--- src/sv/scp_pkg.sv ---
// Shared types, character codes and a helper function for the serial escape command parser.
package scp_pkg;

  // Operating modes as carried on the mode input.
  localparam logic [1:0] MODE_SELECT     = 2'd0;
  localparam logic [1:0] MODE_SEQUENCING = 2'd1;
  localparam logic [1:0] MODE_TEST       = 2'd2;

  // Characters recognized by the parsers.
  localparam logic [7:0] CH_ESC  = 8'h5C;
  localparam logic [7:0] CH_S    = 8'h73;
  localparam logic [7:0] CH_T    = 8'h74;
  localparam logic [7:0] CH_I    = 8'h69;
  localparam logic [7:0] CH_Y    = 8'h79;
  localparam logic [7:0] CH_E    = 8'h65;
  localparam logic [7:0] CH_P    = 8'h70;
  localparam logic [7:0] CH_N    = 8'h6E;
  localparam logic [7:0] CH_D    = 8'h64;
  localparam logic [7:0] CH_U    = 8'h75;
  localparam logic [7:0] CH_ZERO = 8'h30;
  localparam logic [7:0] CH_A    = 8'h61;

  // Response codes.
  typedef enum logic [1:0] {
    RESP_NONE = 2'd0,
    RESP_ACK  = 2'd1,
    RESP_NACK = 2'd2
  } resp_t;

  // Action codes.
  typedef enum logic [3:0] {
    ACT_NONE       = 4'd0,
    ACT_START_SEQ  = 4'd1,
    ACT_ENTER_TEST = 4'd2,
    ACT_SET_INDEX  = 4'd3,
    ACT_REPLAY     = 4'd4,
    ACT_EXIT_SEQ   = 4'd5,
    ACT_PAUSE      = 4'd6,
    ACT_STEP       = 4'd7,
    ACT_EXIT_TEST  = 4'd8
  } action_t;

  // Select mode parser states.
  typedef enum logic [2:0] {
    SEL_START = 3'd0,
    SEL_ESC   = 3'd1,
    SEL_ID    = 3'd2,
    SEL_SYNC  = 3'd3,
    SEL_PAY1  = 3'd4,
    SEL_PAY2  = 3'd5
  } sel_state_t;

  // Sequencing mode parser states.
  typedef enum logic [1:0] {
    SEQ_START = 2'd0,
    SEQ_ESC   = 2'd1,
    SEQ_ID    = 2'd2,
    SEQ_SYNC  = 2'd3
  } seq_state_t;

  // Test mode parser states.
  typedef enum logic [1:0] {
    TST_START = 2'd0,
    TST_ESC   = 2'd1,
    TST_ID    = 2'd2
  } tst_state_t;

  // Value of a lowercase hex digit; bit 4 set means the byte is not a digit.
  function automatic logic [4:0] hex_value(input logic [7:0] c);
    logic [7:0] diff_num;
    logic [7:0] diff_alpha;
    diff_num   = c - CH_ZERO;
    diff_alpha = c - CH_A + 8'd10;
    if (c >= CH_ZERO && c <= CH_ZERO + 8'd9) begin
      return diff_num[4:0];
    end else if (c >= CH_A && c <= CH_A + 8'd5) begin
      return diff_alpha[4:0];
    end else begin
      return 5'd16;
    end
  endfunction

endpackage

--- src/sv/serial_escape_command_parser_unit.sv ---
// Serial escape command parser: per-mode parsers between an input register and a result register.
//
//  channel | handshake           | payload
//  --------+---------------------+---------------------------------------
//  input   | in_valid / in_stall | rx_byte[7:0], current_mode[1:0]
//  output  | out_valid/out_stall | response[1:0], action[3:0], index_value[7:0]
//
// Every received word gives exactly one result word, which passes from the input register
// into the result register and is held there until it is taken.
// A new word is accepted every cycle while in_stall is low; the parser state update is
// combinational logic between the input register and the result register.
// Synchronous active-high reset returns all three parsers to their start state, clears the
// stored first payload character and empties both registers.
// While the result word is stalled, the input register holds one more word, then the input
// stalls too. The input stall follows the output stall combinationally.
module serial_escape_command_parser_unit (
  input  logic       clk,
  input  logic       rst,
  input  logic       in_valid,
  output logic       in_stall,
  input  logic [7:0] rx_byte,
  input  logic [1:0] current_mode,
  output logic       out_valid,
  input  logic       out_stall,
  output logic [1:0] response,
  output logic [3:0] action,
  output logic [7:0] index_value
);

  // Input register.
  logic       in_full;
  logic [7:0] in_byte;
  logic [1:0] in_mode;

  // Parser state.
  scp_pkg::sel_state_t sel_state;
  scp_pkg::sel_state_t sel_next;
  scp_pkg::seq_state_t seq_state;
  scp_pkg::seq_state_t seq_next;
  scp_pkg::tst_state_t tst_state;
  scp_pkg::tst_state_t tst_next;
  logic [7:0]          first_hex_char;
  logic [7:0]          first_hex_char_next;

  // Result of the word in the input register.
  scp_pkg::resp_t   resp_c;
  scp_pkg::action_t act_c;
  logic [7:0]       idx_c;
  logic [4:0]       hi_val;
  logic [4:0]       lo_val;

  logic advance;
  logic accept_in;

  // The input word moves on when the result register is empty or being drained.
  assign advance   = in_full && (!out_valid || !out_stall);
  assign in_stall  = in_full && !advance;
  assign accept_in = in_valid && !in_stall;

  // Input register: valid flag is control, payload loads on acceptance.
  always_ff @(posedge clk) begin
    if (rst) begin
      in_full <= 1'b0;
    end else if (!in_full || advance) begin
      in_full <= in_valid;
    end
    if (accept_in) begin
      in_byte <= rx_byte;
      in_mode <= current_mode;
    end
  end

  // Parser state registers; they only move when a word is processed.
  always_ff @(posedge clk) begin
    if (rst) begin
      sel_state      <= scp_pkg::SEL_START;
      seq_state      <= scp_pkg::SEQ_START;
      tst_state      <= scp_pkg::TST_START;
      first_hex_char <= 8'd0;
    end else if (advance) begin
      sel_state      <= sel_next;
      seq_state      <= seq_next;
      tst_state      <= tst_next;
      first_hex_char <= first_hex_char_next;
    end
  end

  // Next state and result for the word in the input register.
  always_comb begin
    sel_next            = sel_state;
    seq_next            = seq_state;
    tst_next            = tst_state;
    first_hex_char_next = first_hex_char;
    resp_c              = scp_pkg::RESP_NONE;
    act_c               = scp_pkg::ACT_NONE;
    idx_c               = 8'd0;
    hi_val              = scp_pkg::hex_value(first_hex_char);
    lo_val              = scp_pkg::hex_value(in_byte);

    case (in_mode)
      scp_pkg::MODE_SELECT: begin
        case (sel_state)
          scp_pkg::SEL_START: begin
            if (in_byte == scp_pkg::CH_ESC) begin
              sel_next = scp_pkg::SEL_ESC;
            end
          end
          scp_pkg::SEL_ESC: begin
            sel_next = (in_byte == scp_pkg::CH_ESC) ? scp_pkg::SEL_ID : scp_pkg::SEL_START;
          end
          scp_pkg::SEL_ID: begin
            sel_next = scp_pkg::SEL_START;
            case (in_byte)
              scp_pkg::CH_S: begin
                resp_c = scp_pkg::RESP_ACK;
                act_c  = scp_pkg::ACT_START_SEQ;
              end
              scp_pkg::CH_T: begin
                resp_c = scp_pkg::RESP_ACK;
                act_c  = scp_pkg::ACT_ENTER_TEST;
              end
              scp_pkg::CH_I: begin
                sel_next = scp_pkg::SEL_PAY1;
              end
              scp_pkg::CH_Y: begin
                // Sync request returns to start without a response.
                sel_next = scp_pkg::SEL_START;
              end
              default: begin
                resp_c = scp_pkg::RESP_NACK;
              end
            endcase
          end
          scp_pkg::SEL_PAY1: begin
            first_hex_char_next = in_byte;
            sel_next            = scp_pkg::SEL_PAY2;
          end
          scp_pkg::SEL_PAY2: begin
            sel_next = scp_pkg::SEL_START;
            if (hi_val[4] || lo_val[4]) begin
              resp_c = scp_pkg::RESP_NACK;
            end else begin
              resp_c = scp_pkg::RESP_ACK;
              act_c  = scp_pkg::ACT_SET_INDEX;
              idx_c  = {hi_val[3:0], lo_val[3:0]};
            end
          end
          default: begin
            sel_next = scp_pkg::SEL_START;
          end
        endcase
      end

      scp_pkg::MODE_SEQUENCING: begin
        case (seq_state)
          scp_pkg::SEQ_START: begin
            if (in_byte == scp_pkg::CH_ESC) begin
              seq_next = scp_pkg::SEQ_ESC;
            end
          end
          scp_pkg::SEQ_ESC: begin
            seq_next = (in_byte == scp_pkg::CH_ESC) ? scp_pkg::SEQ_ID : scp_pkg::SEQ_START;
          end
          scp_pkg::SEQ_ID: begin
            seq_next = scp_pkg::SEQ_START;
            resp_c   = scp_pkg::RESP_ACK;
            case (in_byte)
              scp_pkg::CH_S: act_c = scp_pkg::ACT_REPLAY;
              scp_pkg::CH_E: act_c = scp_pkg::ACT_EXIT_SEQ;
              scp_pkg::CH_P: act_c = scp_pkg::ACT_PAUSE;
              scp_pkg::CH_N: act_c = scp_pkg::ACT_STEP;
              default:       resp_c = scp_pkg::RESP_NACK;
            endcase
          end
          default: begin
            seq_next = scp_pkg::SEQ_START;
          end
        endcase
      end

      scp_pkg::MODE_TEST: begin
        case (tst_state)
          scp_pkg::TST_START: begin
            if (in_byte == scp_pkg::CH_ESC) begin
              tst_next = scp_pkg::TST_ESC;
            end
          end
          scp_pkg::TST_ESC: begin
            tst_next = (in_byte == scp_pkg::CH_ESC) ? scp_pkg::TST_ID : scp_pkg::TST_START;
          end
          scp_pkg::TST_ID: begin
            tst_next = scp_pkg::TST_START;
            resp_c   = scp_pkg::RESP_ACK;
            case (in_byte)
              scp_pkg::CH_D: act_c = scp_pkg::ACT_NONE;
              scp_pkg::CH_U: act_c = scp_pkg::ACT_NONE;
              scp_pkg::CH_E: act_c = scp_pkg::ACT_EXIT_TEST;
              default:       resp_c = scp_pkg::RESP_NACK;
            endcase
          end
          default: begin
            tst_next = scp_pkg::TST_START;
          end
        endcase
      end

      default: begin
        // The fourth mode code is ignored: no response and no state change.
        resp_c = scp_pkg::RESP_NONE;
      end
    endcase
  end

  // Result register.
  always_ff @(posedge clk) begin
    if (rst) begin
      out_valid <= 1'b0;
    end else if (advance) begin
      out_valid <= 1'b1;
    end else if (!out_stall) begin
      out_valid <= 1'b0;
    end
    if (advance) begin
      response    <= resp_c;
      action      <= act_c;
      index_value <= idx_c;
    end
  end

endmodule

--- config.mk ---
export PLATFORM = sky130hd
export DESIGN_NAME = serial_escape_command_parser_unit
export DESIGN_NICKNAME = d
export VERILOG_FILES = /design/src/sv/scp_pkg.sv /design/src/sv/serial_escape_command_parser_unit.sv
export SDC_FILE = /design/constraint.sdc
export NUM_CORES = 1
export LEC_CHECK = 0
export ABC_AREA = 1
export BUFFER_PORTS_ARGS = -buffer_cell sky130_fd_sc_hd__buf_2
export CAP_MARGIN = 20
export CORE_UTILIZATION = 57
export DETAILED_ROUTE_END_ITERATION = 8
export PLACE_DENSITY = 0.91
export SKIP_LAST_GASP = 1
export SLEW_MARGIN = 0
export SYNTH_ARGS = -nofsm -noshare
export SYNTH_HDL_FRONTEND = slang
export SYNTH_SLANG_ARGS = --single-unit
--- constraint.sdc ---
create_clock -name clk -period 2.2 [get_ports clk]
set_clock_uncertainty 0.2 [all_clocks]
set_input_delay 0.22 -clock clk [delete_from_list [all_inputs] [get_ports clk]]
set_output_delay 0.22 -clock clk [all_outputs]
set_load 0.01 [all_outputs]
* After elaboration in Yosys (flattened, before gate mapping) *
Index checks and enable logic that the tools add are counted.

storage, ports and cells
  register bits = 41
  latch bits = 0
  bits in writable memories = 0
  memory bits (read-only) = 0
  bits of input ports = 14
  output and inout port bits = 16
  logic and storage cells = 109
  memories = 0

operators by class
  add/subtract/negate cells = 6
  multiply operators = 0
  div/mod/pow operators = 0
  magnitude comparators = 8
  eq/ne operators = 24
  shift-type cells = 0
  mux-type cells = 30
  bitwise gates (word level) = 2
  reduce and logical (&&, ||, !) cells = 28

operators by type and width
  operator                                                           count
  == test 8 x 7 -> 1 bit, second input constant                      10
  case mux 2 bit (2 select lines)                                    6
  case mux 3 bit (4 select lines)                                    2
  two-way mux 5 bit                                                  4
  two-way mux 2 bit                                                  9
  greater-or-equal comparator 8 x 6 -> 1 bit, second input constant  2
  greater-or-equal comparator 8 x 7 -> 1 bit, second input constant  2
  <= comparator 8 x 6 -> 1 bit, second input constant                2
  <= comparator 8 x 7 -> 1 bit, second input constant                2
  case mux 4 bit (3 select lines)                                    1
  AND reduction 3 bit                                                4
  adder 5 x 4 -> 5 bit, second input constant                        2
  subtractor 5 x 1 -> 5 bit, second input constant                   2
  subtractor 5 bit, second input constant                            2
  two-way mux 3 bit                                                  3
  two-way mux 4 bit                                                  2
  logical AND 1 bit                                                  7
  == test 2 x 1 -> 1 bit, second input constant                      3
  == test 2 bit, second input constant                               3
  == test 3 bit, second input constant                               2
  logical NOT 2 bit                                                  3
  inequality test 2 bit, second input constant                       3
  case mux 2 bit (3 select lines)                                    1
  OR reduction 3 bit                                                 2
  10 further kinds                                                   19

* Longest topological paths before layout *
Gate-level depths: netlist of the first run.

  depth after elaboration = 8
  mapped depth = 11
  mapped depth without buffers = 11

* Worst setup path after synthesis of the first run *
OpenSTA, ideal clock, no wires.

  path type = register -> register
  start = register in_byte[0]
  end = register response[0] (data pin)
  library setup time = 0.254 ns
  data arrival time = 1.374 ns
  data required time = 1.746 ns
  slack = 0.372 ns
  cell stages (with the launch flop) = 11
  path buffers = 1
  period minus slack after synthesis = 1.828 ns
  path through = edfxtp_1 ha_1 a21oi_1 nand2_1 nand2_1 inv_1 nand2_1 nand2_1 nand3_2 buf_6 nand2_1

on the way
  word-level cells in the longest chain between the ends = 8
  elaborated cells on any way between the ends = 33
  classes of those cells = add/sub (3); order compare (4); eq/ne (9); mux (10); reduce/logical (7)

ends and longest elaborated chain
  what                                                              line                                      text
  start, declared                                                   serial_escape_command_parser_unit.sv:32   logic [7:0] in_byte;
  start signal, assigned                                            serial_escape_command_parser_unit.sv:68   in_byte <= rx_byte;
  subtractor 5 x 1 -> 5 bit, or another cell as far along           scp_pkg.sv:73                             diff_alpha = c - CH_A + 8'd10;
  adder 5 x 4 -> 5 bit / logical AND 1 bit (equally long branches)  scp_pkg.sv:73, scp_pkg.sv:76
  two-way mux 5 bit                                                 scp_pkg.sv:76                             end else if (c >= CH_A && c <= CH_A + 8'd5) begin
  two-way mux 5 bit                                                 scp_pkg.sv:74                             if (c >= CH_ZERO && c <= CH_ZERO + 8'd9) begin
  logical OR 1 bit                                                  serial_escape_command_parser_unit.sv:140  if (hi_val[4] || lo_val[4]) begin
  two-way mux 2 bit                                                 serial_escape_command_parser_unit.sv:140
  case mux 2 bit (2 select lines)                                   serial_escape_command_parser_unit.sv:102  case (sel_state)
  case mux 2 bit (3 select lines) (*)                               serial_escape_command_parser_unit.sv:100  case (in_mode)
  via resp_c[0]                                                     serial_escape_command_parser_unit.sv:46   scp_pkg::resp_t resp_c;
  end signal, assigned                                              serial_escape_command_parser_unit.sv:224  response <= resp_c;
  end, declared                                                     serial_escape_command_parser_unit.sv:25   output logic [1:0] response,

The timed path passes the listed nets; every way through them passes the cells marked *.
A chain may end at the register's enable or synchronous reset.

* Final worst setup path of the first run *
  start = register in_byte[0]
  end = register action[1] (data pin)

on the way
  word-level cells in the longest chain between the ends = 8
  elaborated cells on any way between the ends = 23
  classes of those cells = add/sub (3); order compare (4); eq/ne (5); mux (8); reduce/logical (3)

ends and longest elaborated chain
  what                                                              line                                      text
  subtractor 5 x 1 -> 5 bit, or another cell as far along           scp_pkg.sv:73
  adder 5 x 4 -> 5 bit / logical AND 1 bit (equally long branches)  scp_pkg.sv:73, scp_pkg.sv:76
  two-way mux 5 bit                                                 scp_pkg.sv:76
  two-way mux 5 bit                                                 scp_pkg.sv:74
  logical OR 1 bit                                                  serial_escape_command_parser_unit.sv:140
  two-way mux 2 bit                                                 serial_escape_command_parser_unit.sv:140
  case mux 2 bit (2 select lines)                                   serial_escape_command_parser_unit.sv:102
  case mux 4 bit (3 select lines) (*)                               serial_escape_command_parser_unit.sv:100
  via act_c[1]                                                      serial_escape_command_parser_unit.sv:47   scp_pkg::action_t act_c;
  end signal, assigned                                              serial_escape_command_parser_unit.sv:225  action <= act_c;
  end, declared                                                     serial_escape_command_parser_unit.sv:26   output logic [3:0] action,

Marks and branches as above.

==> results.yml, run 1 <==
route:
  vias_per_cell: 5.048
  ant_nets: 0
  avgRoutedWirePerCell_um: 11.58
  route.detailed.drc: 0
  total_number_of_vias: 1893
  wirelength_um: 4343
  drt_iter0_markers: 120
  drt-pass1-iter-count: 4
synth:
  postSynthAreaPerCell_um2: 7.844
  syn_area_um2: 2212
  postSynthCellCount: 282
  synth_warnings: 0
  netlist-cell-type-count: 27
  postSynthRegisterBits: 41
  post_synthesis_net_count: 304
  synth_sequential_area_ratio_pct: 47.96
worst_setup_path:
  worst_ep_required_time_ns: 2.05
  ff2ff_path_depth: 9
  critical-path-max-stage-delay_ns: 0.49
  ff2ff_setup_slack_ns: 0.22
  worstSetupPathType: "register to register"
  worst_path_max_delay_cell: "edfxtp_1"
  timing.critical_path.to_type: "register"
  crit_path_arrival_time_ns: 1.83
  beginning_of_the_worst_register_to_register_path: "in_byte[0]"
  timing.rr.end: "action[1]"
  critical_path.max_fanout: 11
  worst_setup_path_start_kind: "register"
  critical-path-top-cell-by-count: "nand2_1"
  crit_path_cell_trace: "ha_1 > a21oi_1 > nand2_1 > nand2_1 > inv_1 > nand2_1 > nand2_1 > nand3_4 > nand2_1"
worst_hold_path:
  hold_path.startpoint: "out_stall"
  holdPathStages: 3
  hold_class: "input pin to register"
  whs_endpoint: "out_valid"
timing:
  max_freq_ghz: 0.5049
  final_setup_tns_ns: 0
  maxSlewHeadroom_pct: 67.02
  post-route-min-period_ns: 1.980
  final_max_slew_viol_count: 0
  final_critical_path_setup_slack_ns: 0.2196
  setup_viol: 0
  fin_crit_sh_pct: 90.02
  unrepaired_setup_endpoints_after_global_routing: "false"
  timing.final.hold_violations: 0
  worst_pin_slew_ns: 0.4941
finish:
  finalCoreUtilization_pct: 70.66
  layout.cells.most_common: "nand2_1"
  area_growth_syn_to_layout_pct: 17.82
  fill_cells: 287
  commonest_cells_after_routing_fill_and_taps_aside: "nand2_1, inv_1, nor2_1"
  design_area_um2: 2606
  final_nets: 348
  drive_above_1_share_pct: 16.51
  n_antenna_cell: 0
clocking:
  tritoncts: "yes"
  cts_inserted_buffers: 5
  numClockSinks: 41
  clk_transition_reported_paths_ns: 0.08
  root_buffer: "clkbuf_8"
  clkLatencyLatePin_ns: 0.30
  cts_buffer_depth: 2
  h-tree-depth: 2
pwr:
  power_frac_comb_pct: 8.5
  p_per_area_nw_per_um2: 566.6
  power.net_switching_w: 0.0003672
  power.sequential.fraction_pct: 58.0
  p_leak_nw: 1.188
  vdd_ir_drop_max_mv: 0.4694
  power_switching_share_pct: 24.87
  clock_power_share_pct: 33.6
  p_int_w: 0.001110
outcome:
  outcome: "completed"
floorplan:
  placement_rows: 22
  floorplan.io_pins: 30
  placeableCoreArea_um2: 3689
  fp.dieArea_um2: 4134
  die_y_um: 64.30
  die_w_um: 64.30
  initial_utilization_pct: 59.97
global_route:
  track_usage_pct: 23.12
  grt_pass1_vias: 1781
  grt_first_pass_wirelength_um: 7300
  grt_antenna_before_repair: 0
  grt_overflow_total: 0
  grt_max_degree: 15
place:
  dpl.hpwl_um: 3145
  gp_routability_congestion: 0.9145
  port-buffer-count: 29
  place_worst_setup_slack_ns: 0.2087
  placed_cell_area_um2: 2397
flow_run:
  drv.max_cap_violation_count: 0
## power by group through the flow
stage | logic, W | clock network [W] | registers [W]
2_1_floorplan | 0.0000636 | 0 | 0.000877
3_3_place_gp | 0.000106 | 0 | 0.000872
3_5_place_dp | 0.000108 | 0 | 0.000874
4_1_cts | 0.000123 | 0.000503 | 0.000856
5_1_grt | 0.000139 | 0.000543 | 0.000859
6_report | 0.000125 | 0.000496 | 0.000856
## worst max-delay path, delay by kind of cell, from the launching register on
| kind | cells | cell delay [ns] |
|---|---|---|
| AO/OA/AOI/OAI | 1 | 0.16 |
| adder cells (fa/ha/maj) | 1 | 0.31 |
| buffers and inverters | 1 | 0.04 |
| AND/OR/NAND/NOR | 6 | 0.51 |
| flip-flops | 1 | 0.49 |
## state kept, by name, summed over array words and instances (netlist names)
name / cells
index_value: 8
first_hex_char: 8
in_byte: 8
in_mode: 2
action: 4
out_valid: 1
sel_state: 3
seq_state: 2
tst_state: 2
in_full: 1
response: 2
## per-stage QoR
stage               hold slack, ns  instances  power [W]
floorplan                   0.1189        282  0.0009402
global placement            0.1963        356  0.0009787
detailed placement          0.1990        356  0.0009814
CTS                        0.01265        375   0.001482
global route               0.02648        375   0.001542
finish                     0.01915        375   0.001477
## per-layer routing
layer	routed length, um	up-vias	global-route usage (%)
met5	0	-	0
met4	61	0	8.611
met3	244	6	5.893
met2	2167	67	41.18
met1	1869	827	26.35
li1	-	993	-
## kinds of logic after synthesis
logic type,after synthesis,share of synthesized area [%]
compound gates,34,7.919
simple gates,144,28.96
xor+xnor,4,1.584
fa+ha+maj,8,4.525
flops,41,47.96
buf+inv,51,9.049
## timing repair
item | 4_1_cts | 5_1_grt
endpoints found under the setup margin | 0 | 2
gates resized for setup | 0 | 1
buffers inserted | 0 | 0
hold endpoints to repair | 11 | 0
hold buffers | 11 | 0
## Yosys cell counts (all sizes together)
cell type | n | area share, %
nor2 | 40 | 8.0
nand4 | 1 | 0.28
buf | 2 | 0.74
xor2 | 4 | 1.6
nand3 | 25 | 5.9
nor3b | 1 | 0.34
o211ai | 1 | 0.34
a21oi | 21 | 4.8
o21ai | 11 | 2.5
dfxtp | 17 | 15
edfxtp | 24 | 33
o21a | 1 | 0.34
inv | 48 | 8.1
nor4 | 1 | 0.57
nor3 | 7 | 1.8
ha | 8 | 4.5
nand2 | 68 | 12
and3 | 1 | 0.28
clkbuf | 1 | 0.17
## worst max-delay path by stage
stage	from	endpoint
5_1_grt	in_mode[0]	first_hex_char[2]
4_1_cts	in_byte[0]	action[0]
3_5_place_dp	in_byte[0]	action[0]
6_report	in_byte[0]	action[1]
2_1_floorplan	in_byte[0]	response[0]
3_3_place_gp	in_byte[0]	response[0]
## layout make-up
type | instances | area, um2 | area share [%]
timing repair buffer | 40 | 255.2 | 9.794
clock buffer | 5 | 68.82 | 2.640
multi-input combinational | 190 | 958.4 | 36.77
tap | 48 | 60.06 | 2.304
inverter | 48 | 180.2 | 6.913
sequential | 41 | 1061 | 40.71
clock inverter | 3 | 22.52 | 0.8641
Note: power is estimated with default switching activity, not from simulation.
==> run 2: changes to the inputs <==
--- a/config.mk
+++ b/config.mk
@@ -5,12 +5,11 @@
 export SDC_FILE = /design/constraint.sdc
 export NUM_CORES = 1
 export LEC_CHECK = 0
-export ABC_AREA = 1
 export BUFFER_PORTS_ARGS = -buffer_cell sky130_fd_sc_hd__buf_2
 export CAP_MARGIN = 20
-export CORE_UTILIZATION = 57
+export CORE_UTILIZATION = 56
 export DETAILED_ROUTE_END_ITERATION = 8
-export PLACE_DENSITY = 0.91
+export PLACE_DENSITY = 0.9
 export SKIP_LAST_GASP = 1
 export SLEW_MARGIN = 0
 export SYNTH_ARGS = -nofsm -noshare
==> results.yml, run 2 <==
pwr:
  power.sequential.fraction_pct: 52.1
  power_switching_share_pct: 20.75
  power.net_switching_w: 0.0003416
  p_int_w: 0.001305
  power_frac_comb_pct: 7.9
  p_per_area_nw_per_um2: 610.4
  vdd_ir_drop_max_mv: 0.5756
  clock_power_share_pct: 40.0
  p_leak_nw: 1.027
outcome:
  outcome: "complete, but fails checks"
  failed_checks: "setup timing"
synth:
  post_synthesis_net_count: 222
  synth_enable_flop_cells: 24
  ys_top_cells_by_count: "nor2_1, edfxtp_1, dfxtp_1"
  synth.mux.area_fraction_pct: 4.913
  synth_sequential_area_ratio_pct: 50.81
  post_synth_xor_area_fraction_pct: 1.678
  yosys_most_used_dff: "edfxtp_1"
  synth_top_family_by_area: "simple AND/OR/NAND/NOR gates"
  postSynthCellCount: 200
  synth_warnings: 0
  synth_most_common_cell: "nor2_1"
  area_fraction_in_compound_gates_after_synthesis_pct: 12.10
  syn_area_um2: 2088
  yosys.area.top_type_share_pct: 34.51
  netlist-cell-type-count: 44
  synth_simple_gate_area_share_pct: 22.83
  post_synth_main_area_contributors: "edfxtp_1, dfxtp_1, nor2_1, ha_1, mux2i_1"
  post_synthesis_adder_cell_area_fraction_pct: 4.793
  postSynthRegisterBits: 41
  netlist.top_cell.by_area: "edfxtp_1"
  fraction_of_synthesis_flops_using_an_asynchronous_set_or_reset_pin_pct: 0
  postSynthAreaPerCell_um2: 10.44
global_route:
  grt_antenna_before_repair: 0
  grt_overflow_total: 0
  track_usage_pct: 22.44
  grt_pass1_vias: 1587
  grt_max_degree: 18
  grt_first_pass_wirelength_um: 6865
floorplan:
  placeableCoreArea_um2: 3442
  initial_utilization_pct: 60.67
  placement_rows: 21
  die_w_um: 63.07
  fp.dieArea_um2: 3977
  floorplan.io_pins: 30
  die_y_um: 63.07
route:
  total_number_of_vias: 1716
  wirelength_um: 4459
  route.detailed.drc: 0
  vias_per_cell: 5.645
  ant_nets: 0
  drt_iter0_markers: 93
  drt-pass1-iter-count: 4
  avgRoutedWirePerCell_um: 14.67
worst_setup_path:
  crit_path_arrival_time_ns: 2.09
  critical_path.max_fanout: 5
  worst_ep_required_time_ns: 2.05
  worst_setup_path_start_kind: "register"
  timing.critical_path.to_type: "register"
  worstSetupPathType: "register to register"
clocking:
  clk_transition_reported_paths_ns: 0.07
  tritoncts: "yes"
  clkLatencyLatePin_ns: 0.29
  numClockSinks: 41
  cts_inserted_buffers: 5
  cts_buffer_depth: 2
  root_buffer: "clkbuf_8"
  h-tree-depth: 2
timing:
  worst_hold_slack_ns: 0.08649
  worst_pin_slew_ns: 0.4782
  max_freq_ghz: 0.4469
  final_max_slew_viol_count: 0
  unrepaired_setup_endpoints_after_global_routing: "true"
  post-route-min-period_ns: 2.238
  timing.final.hold_violations: 0
  fin_crit_sh_pct: 101.7
  setup_viol: 1
  final_critical_path_setup_slack_ns: -0.03758
  maxSlewHeadroom_pct: 67.68
worst_hold_path:
  hold_class: "input pin to register"
finish:
  area_growth_syn_to_layout_pct: 29.18
  registers_with_the_most_flip_flops: "first_hex_char (8), in_byte (8), index_value (8)"
  n_antenna_cell: 0
  fill_cells: 226
  drive_above_1_share_pct: 29.84
  commonest_cells_after_routing_fill_and_taps_aside: "nor2_1, buf_2, edfxtp_1"
  final_nets: 279
  layout.cells.most_common: "nor2_1"
  fin_cells: 304
place:
  gp_routability_congestion: 0.8427
  place_worst_setup_slack_ns: 0.008203
  dp.cells: 281
  dpl.hpwl_um: 2859
  port-buffer-count: 29
flow_run:
  drv.max_cap_violation_count: 0
[run 2: cell type report]
cell class              instances  area (um2)  area share (%)
flip-flops and latches         41        1067           39.56
inverters                       8       30.03           1.113
clock buffers                   6       93.84           3.479
multi-input cells             146        1044           38.68
well taps                      46       57.56           2.134
repair buffers                 55       370.4           13.73
clock inverters                 2       35.03           1.299
[run 2: per-layer routing]
| layer | vias to the layer above | wire [um] | GRT usage [%] |
|---|---|---|---|
| li1 | 843 | - | - |
| met5 | - | 0 | 0 |
| met1 | 788 | 1910 | 26.12 |
| met4 | 0 | 155 | 11.34 |
| met3 | 19 | 244 | 5.435 |
| met2 | 66 | 2148 | 38.17 |
[run 2: critical path: stages, from the launching register on]
cell      delay [ns]
edfxtp_1        0.47
ha_2            0.25
buf_4           0.15
nor4bb_1        0.14
a31oi_1         0.28
a21oi_1         0.17
a211oi_1        0.25
nand2_1         0.09
[run 2: final timing paths]
check,to,cells after the start,startpoint,slack [ns]
setup reg to reg,response[0],7,in_byte[0],-0.04
setup / recovery,response[0],7,in_byte[0],-0.04
hold reg to reg,first_hex_char[7],2,first_hex_char[7],0.29
hold / removal,first_hex_char[7],2,rst,0.09
[run 2: repair_timing]
action	CTS	global route
pin swaps	1	4
gates resized for setup	0	20
setup endpoints to repair	5	13
gates cloned	0	1
hold endpoints to repair	12	0
hold buffers	12	0
setup buffers	0	2
[run 2: cell families (layout without fill, tap and decap cells)]
family,after synthesis,in the layout
and+or+nand+nor,87,88
DFF,41,41
AOI/OAI and AO/OA,36,36
buffers and inverters,14,71
muxes,10,10
adders and majority gates,8,8
xor gates and xnor gates,4,4
[run 2: per-stage QoR]
step	utilization, %	TNS, ns	total power (W)	area, um2
floorplan	-	0	0.0009326	2105
global placement	68.77	0	0.0009776	2367
detailed placement	68.77	0	0.0009816	2367
CTS	76.01	-0.0002220	0.001647	2616
global route	78.37	-0.1994	0.001697	2698
finish	78.37	-0.03758	0.001647	2698
[run 2: power by group through the flow]
stage | Combinational [W] | Sequential, W | Clock (W)
6_report | 0.000131 | 0.000857 | 0.000659
5_1_grt | 0.000140 | 0.000860 | 0.000696
3_5_place_dp | 0.000107 | 0.000875 | 0
2_1_floorplan | 0.0000585 | 0.000874 | 0
4_1_cts | 0.000124 | 0.000858 | 0.000665
3_3_place_gp | 0.000104 | 0.000874 | 0
